[src/afg_pkg.sv]
package afg_pkg;

    // field widths
    localparam int unsigned ANGLE_BITS     = 16;
    localparam int unsigned DATA_BITS      = 16;
    localparam int unsigned GAIN_BITS      = 16;
    localparam int unsigned CFG_INDEX_BITS = 2;
    localparam int unsigned CORDIC_STAGES  = 16;
    localparam int unsigned MAX_STAGES     = 32;

    // cordic datapath, q2.30
    localparam int unsigned CORDIC_BITS = 32;
    localparam int unsigned PHASE_SHIFT = CORDIC_BITS - ANGLE_BITS;
    localparam logic signed [CORDIC_BITS-1:0] CORDIC_X_INIT = 32'sh26DD3B6A;

    // atan(2^-i) as a fraction of a full turn of 2^32
    localparam logic signed [CORDIC_BITS-1:0] ATAN_TABLE [MAX_STAGES] = '{
        32'sd536870912, 32'sd316933406, 32'sd167458907, 32'sd85004756,
        32'sd42667331,  32'sd21354465,  32'sd10679838,  32'sd5340245,
        32'sd2670163,   32'sd1335087,   32'sd667544,    32'sd333772,
        32'sd166886,    32'sd83443,     32'sd41722,     32'sd20861,
        32'sd10430,     32'sd5215,      32'sd2608,      32'sd1304,
        32'sd652,       32'sd326,       32'sd163,       32'sd81,
        32'sd41,        32'sd20,        32'sd10,        32'sd5,
        32'sd3,         32'sd1,         32'sd1,         32'sd0
    };

    // accumulation at 2^-42 scale
    localparam int unsigned SUM_BITS   = 57;
    localparam int unsigned ROUND_LSB  = 34;
    localparam int unsigned ROUND_BITS = SUM_BITS - ROUND_LSB;
    localparam int unsigned S_SHIFT    = 30;
    localparam int unsigned VA_SHIFT   = 22;
    localparam logic signed [SUM_BITS-1:0] ROUND_BIAS = SUM_BITS'(64'sd1 <<< (ROUND_LSB - 1));

    localparam logic signed [DATA_BITS-1:0] DRIVE_MAX = 16'sh7FFF;
    localparam logic signed [DATA_BITS-1:0] DRIVE_MIN = 16'sh8000;

    // register indexes
    localparam logic [CFG_INDEX_BITS-1:0] REG_STATIC_GAIN   = 2'd0;
    localparam logic [CFG_INDEX_BITS-1:0] REG_GRAVITY_GAIN  = 2'd1;
    localparam logic [CFG_INDEX_BITS-1:0] REG_VELOCITY_GAIN = 2'd2;
    localparam logic [CFG_INDEX_BITS-1:0] REG_ACCEL_GAIN    = 2'd3;

    typedef struct packed {
        logic signed [ANGLE_BITS-1:0] elevation_angle;
        logic signed [DATA_BITS-1:0]  angular_velocity;
        logic signed [DATA_BITS-1:0]  angular_accel;
    } t_in_item;

    typedef struct packed {
        logic signed [DATA_BITS-1:0] drive_value;
        logic                        saturated;
    } t_out_item;

    typedef struct packed {
        logic signed [GAIN_BITS-1:0] static_gain;
        logic signed [GAIN_BITS-1:0] gravity_gain;
        logic signed [GAIN_BITS-1:0] velocity_gain;
        logic signed [GAIN_BITS-1:0] accel_gain;
    } t_gains;

    // what travels down the cordic chain
    typedef struct packed {
        logic signed [CORDIC_BITS-1:0] x;
        logic signed [CORDIC_BITS-1:0] y;
        logic signed [CORDIC_BITS-1:0] z;
        logic                          flip;
        logic signed [DATA_BITS-1:0]   vel;
        logic signed [DATA_BITS-1:0]   acc;
    } t_cell;

endpackage

[src/afg_sum_tail.sv]
module afg_sum_tail
    import afg_pkg::*;
(
    input  logic      i_clk,
    input  logic      i_rst_n,
    input  logic      i_valid,
    input  t_cell     i_data,
    input  t_gains    i_gains,
    output logic      o_mv,
    output logic      o_valid,
    output t_out_item o_out,
    input  logic      i_stall
);

    // product stage
    logic                            r_m_valid;
    logic signed [GAIN_BITS:0]       r_s_term;
    logic signed [GAIN_BITS+CORDIC_BITS-1:0] r_g_prod;
    logic signed [GAIN_BITS+DATA_BITS-1:0]   r_v_prod;
    logic signed [GAIN_BITS+DATA_BITS-1:0]   r_a_prod;
    logic signed [GAIN_BITS:0]       n_s_term;
    logic signed [GAIN_BITS+CORDIC_BITS-1:0] n_g_prod;
    logic signed [GAIN_BITS+DATA_BITS-1:0]   n_v_prod;
    logic signed [GAIN_BITS+DATA_BITS-1:0]   n_a_prod;
    logic signed [CORDIC_BITS-1:0]   w_cos;

    // partial sum stage
    logic                      r_s_valid;
    logic signed [SUM_BITS-1:0] r_sum_a;
    logic signed [SUM_BITS-1:0] r_sum_b;
    logic signed [SUM_BITS-1:0] n_sum_a;
    logic signed [SUM_BITS-1:0] n_sum_b;

    // output stage
    logic                        r_o_valid;
    t_out_item                   r_out;
    t_out_item                   n_out;
    logic signed [SUM_BITS-1:0]  w_total;
    logic [ROUND_BITS-1:0]       w_round;
    logic                        w_over;

    logic w_mv_s;
    logic w_mv_o;

    // backpressure through the three stages
    assign w_mv_o = !r_o_valid || !i_stall;
    assign w_mv_s = !r_s_valid || w_mv_o;
    assign o_mv   = !r_m_valid || w_mv_s;

    // undo the half-turn fold, then form the three products and the static term
    always_comb begin
        w_cos    = i_data.flip ? -i_data.x : i_data.x;
        n_g_prod = i_gains.gravity_gain * w_cos;
        n_v_prod = i_gains.velocity_gain * i_data.vel;
        n_a_prod = i_gains.accel_gain * i_data.acc;
        if (i_data.vel == '0) begin
            n_s_term = '0;
        end else if (i_data.vel[DATA_BITS-1]) begin
            n_s_term = -(GAIN_BITS+1)'(i_gains.static_gain);
        end else begin
            n_s_term = (GAIN_BITS+1)'(i_gains.static_gain);
        end
    end

    // align to the common scale and add in pairs
    always_comb begin
        n_sum_a = (SUM_BITS'(r_s_term) <<< S_SHIFT) + SUM_BITS'(r_g_prod);
        n_sum_b = (SUM_BITS'(r_v_prod) <<< VA_SHIFT) + (SUM_BITS'(r_a_prod) <<< VA_SHIFT);
    end

    // final add, round half up, clip to q8.8
    always_comb begin
        w_total = r_sum_a + r_sum_b + ROUND_BIAS;
        w_round = w_total[SUM_BITS-1:ROUND_LSB];
        w_over  = (w_round[ROUND_BITS-1:DATA_BITS-1] != '0) &&
                  (w_round[ROUND_BITS-1:DATA_BITS-1] != '1);
        n_out.saturated = w_over;
        if (w_over) begin
            n_out.drive_value = w_round[ROUND_BITS-1] ? DRIVE_MIN : DRIVE_MAX;
        end else begin
            n_out.drive_value = w_round[DATA_BITS-1:0];
        end
    end

    always_ff @(posedge i_clk) begin
        if (!i_rst_n) begin
            r_m_valid <= 1'b0;
            r_s_valid <= 1'b0;
            r_o_valid <= 1'b0;
        end else begin
            if (o_mv) begin
                r_m_valid <= i_valid;
            end
            if (w_mv_s) begin
                r_s_valid <= r_m_valid;
            end
            if (w_mv_o) begin
                r_o_valid <= r_s_valid;
            end
        end
    end

    always_ff @(posedge i_clk) begin
        if (o_mv && i_valid) begin
            r_s_term <= n_s_term;
            r_g_prod <= n_g_prod;
            r_v_prod <= n_v_prod;
            r_a_prod <= n_a_prod;
        end
        if (w_mv_s && r_m_valid) begin
            r_sum_a <= n_sum_a;
            r_sum_b <= n_sum_b;
        end
        if (w_mv_o && r_s_valid) begin
            r_out <= n_out;
        end
    end

    assign o_valid = r_o_valid;
    assign o_out   = r_out;

endmodule

[config.mk]
export PLATFORM = sky130hd
export DESIGN_NAME = afg_sum_tail
export DESIGN_NICKNAME = d
export VERILOG_FILES = /design/src/afg_pkg.sv /design/src/afg_sum_tail.sv
export SDC_FILE = /design/constraint.sdc
export NUM_CORES = 2
export LEC_CHECK = 0
export BUFFER_PORTS_ARGS = -buffer_cell sky130_fd_sc_hd__buf_2
export CORE_ASPECT_RATIO = 0.5
export CORE_MARGIN = 3
export CORE_UTILIZATION = 35
export CTS_CLUSTER_SIZE = 24
export DETAILED_ROUTE_END_ITERATION = 8
export PLACE_DENSITY = 0.62
export SYNTH_ARGS = -nofsm -noshare
export SYNTH_HDL_FRONTEND = slang
export SYNTH_SLANG_ARGS = --single-unit
[constraint.sdc]
create_clock -name i_clk -period 18.05 [get_ports i_clk]
set_clock_uncertainty 0.2 [all_clocks]
set_input_delay 0.9025 -clock i_clk [delete_from_list [all_inputs] [get_ports i_clk]]
set_output_delay 0.9025 -clock i_clk [all_outputs]
set_load 0.005 [all_outputs]
==> results.md <==
Status:
- The run finished with clean final reports.

Die:
- The standard-cell row count is 94.
- During I/O placement, the number of pins put on the boundary was 216.
- The initial core utilization is 0.355.
- The die height is approximately 270 um.
- The region available for standard cell placement spans 132000 sq um.
- The width of the die is 525 um.
- The die outline area is 139000 sq um.

Clock tree:
- The tree is rooted in a clkbuf_16.
- CTS built an H-tree with a depth of 4.
- After clock tree synthesis, the clock-pin slew on the worst setup and hold paths is 70 ps.
- The post-cts sizing count is 0.
- The maximum root-to-sink buffer count is 2.
- The post-CTS setup buffer count is 0.
- TritonCTS built the clock tree.
- The hold-fix buffer count after cts is 0.
- The clock sink count is between 150 and 200.
- At the later pin of the worst-skew pair, clock insertion delay measures roughly 460 ps.
- The TritonCTS buffer count is 17.

Logic synthesis:
- The share of synthesized area occupied by flip-flops and latches is 0.119.
- The top cell type by total area after synthesis is fa_1.
- The count of synthesis-stage warnings from yosys is 0.
- The top flip-flop cell by instance count after synthesis is edfxtp_1.
- Summing every instance area after synthesis gives 47100 sq um.
- Ranked by total cell area, the synthesized netlist is headed by fa_1, edfxtp_1, ha_1, inv_1, and2_1.
- The fraction of post-synthesis cell area in the top cell type by area is 0.430.
- The synthesized design contains 187 register bits.
- The cell count after synthesis came out at 4940.
- The share of async-settable or async-resettable flops after synthesis is 0.
- The number of nets handed over by synthesis was 6539.
- Yosys mapped the design onto 67 distinct sky130hd cell types.
- Yosys mapped a number of flops with a built-in enable equal to 184.
- Dividing the synthesized area by the synthesized cell count gives 9.52 sq um.

STA:
- Based on the critical path, the design can be clocked at up to 101 MHz.
- Setup repair after global routing left no endpoint under its margin.
- Dividing the final minimum period by the clock period gives 0.550.
- The final hold violation count came to 0.
- Summed over all failing endpoints, the final setup total negative slack is 0 ps.
- The worst-case headroom to the max-slew limit is 0.278.
- Setup violations remaining at the end of the flow were counted as 0.
- The shortest clock period the worst path allows after layout is 9930 ps.
- The number of pins with negative max-slew slack in the final report was 0.
- At the pin with the least slew margin, the transition time is 1080 ps.

Hold path:
- The type of the tightest min-delay check is reg2reg.
- The terminating pin of the worst hold path is r_sum_a[22]$_DFFE_PP_.
- The startpoint of the most critical hold path is r_g_prod[22]$_DFFE_PP_.
- Along the worst hold path, the cell count comes to 0.

Global routing:
- Global routing finished with a remaining overflow of 0.
- The first global-routing pass estimated 183000 um of wire.
- For this run, the total global-route usage over all layers was measured as 0.161.
- Entering global routing, the biggest net connects between 60 and 70 pins.
- The initial antenna violation count came to 2.
- The number of global-route vias before repair is 35100.

Route:
- The routed layout has 32400 vias.
- The post-route antenna net violation count is 0.
- Using the TritonRoute via totals, the vias-per-cell ratio works out to 4.79.
- In the final routed layout, each cell accounts on average for 15.8 um.
- For this run, the detailed router's first-pass iteration total came to 5.
- The aggregate routed wire length is 107000 um.
- The detailed router finished its first iteration with 1542 violations.
- The residual DRC count is 0.

Layout:
- The fraction of layout cells with a size suffix above 1 is 0.0509.
- The area growth from synthesis to layout is 7.01%.
- The final net count is 6578.
- The repair_antennas step left the layout with diodes totalling 0.
- In the layout the commonest cells are inv_1, fa_1, nand2_1, and2_1, ha_1.
- The leading cell type in the layout, fill and taps excluded is inv_1.

Setup path:
- The cell repeated most along the worst path is fa_1.
- Along the worst path, the maximum fanout reaches 16.
- On the worst path, the slowest cell contributes a delay of 580 ps.
- The origin of the critical flop-to-flop path is r_sum_b[37]$_DFFE_PP_.
- The setup slack on the worst flop-to-flop path is approximately 13000 ps.
- For the worst flop-to-flop path, the logic depth is 14.
- The critical path capture point type is a flop.
- The worst setup path is of the in2reg kind.
- The required time of the critical path is 18060 ps.
- The slowest stage of the critical path belongs to the cell fa_1.
- The arrival time of the worst setup path is 9940 ps.
- In this run the critical register-to-register path is captured at o_out[5]$_DFFE_PP_.
- The element type at the critical path start is an input port.

Job:
- The max-cap violation count is 0.

Place:
- At the end of routability-driven placement, the weighted congestion stood at 0.840.
- In this run the tool buffered the top-level ports with 151 buffer cells.
- The detailed-placement wirelength estimate is 85300 um.
-- cell families (layout without fill, tap and decap cells) --
| logic type | count (synthesis) | in the layout | share of synthesized area |
|---|---|---|---|
| adders and majority gates | 1402 | 1402 | 0.534 |
| and+or+nand+nor | 1401 | 1401 | 0.146 |
| buffers and inverters | 1329 | 1381 | 0.106 |
| AOI/OAI and AO/OA | 418 | 418 | 0.0571 |
| xor gates and xnor gates | 200 | 200 | 0.0372 |
| DFF | 187 | 187 | 0.119 |
| muxes | 3 | 3 | 0.000665 |
-- worst max path at each step --
stage / startpoint / endpoint
final: i_data[103] / r_g_prod[47]$_DFFE_PP_
after CTS: i_data[103] / r_g_prod[47]$_DFFE_PP_
after global placement: i_data[101] / r_g_prod[47]$_DFFE_PP_
after floorplan: i_data[103] / r_g_prod[47]$_DFFE_PP_
after detailed placement: i_data[103] / r_g_prod[47]$_DFFE_PP_
after global routing: i_data[103] / r_g_prod[40]$_DFFE_PP_
-- synthesized netlist by cell type (15+ instances only) --
library cell and instances:
inv_1 1163, and3_1 18, and2_1 410, fa_1 1011, o21bai_1 19, a21oi_1 112, o21ai_0 96, or3_1 16
xnor2_1 154, edfxtp_1 184, o31ai_1 16, nand2b_1 47, a31oi_1 15, a211oi_1 16, nand2_1 619, xor2_1 46
a21o_1 49, nor3_1 35, clkbuf_1 161, ha_1 391, nor2b_1 30, o21a_1 22, nand3_1 36, nor2_1 133
-- worst max-delay path: cells and delay by family --
family / cells / cell delay (ps)
simple gates: 7 / 2010
compound gates: 9 / 2820
fa+ha+maj: 7 / 3330
xor+xnor: 2 / 310
buf+inv: 5 / 540
-- metrics by stage --
step | hold WS (ps) | area, sq um | std cells | utilization | worst slack (ps)
floorplan | 200 | 47100 | 4940 | - | 8600
global placement | 201 | 49800 | 6736 | 0.376 | 7490
detailed placement | 207 | 49800 | 6736 | 0.376 | 7410
CTS | 231 | 50300 | 6768 | 0.380 | 7910
global route | 252 | 50300 | 6768 | 0.380 | 7500
finish | 226 | 50300 | 6768 | 0.380 | 8120
-- sequential cells by signal, summed over array words and instances (netlist names) --
signal,cells
o_valid,1
r_sum_b,33
r_s_valid,1
r_v_prod,32
r_s_term,17
r_g_prod,26
r_m_valid,1
r_sum_a,27
o_out,17
r_a_prod,32
-- layout make-up --
type	instances	area [sq um]
inverter	1163	4370
tap	1776	2220
clock buffer	18	429
clock inverter	14	165
fill	13400	82100
timing repair buffer	186	1020
multi-input combinational	3424	36600
sequential	187	5590
-- metal layers --
metal  wire length, um  GRT usage
met4              1900     0.0370
met2             55300      0.293
met3              4180     0.0124
met5                 0          0
met1             45600      0.210
Power is left out: the tool's default activity adds up to more than one toggle a clock period on the data nets, which glitch-free logic cannot reach.
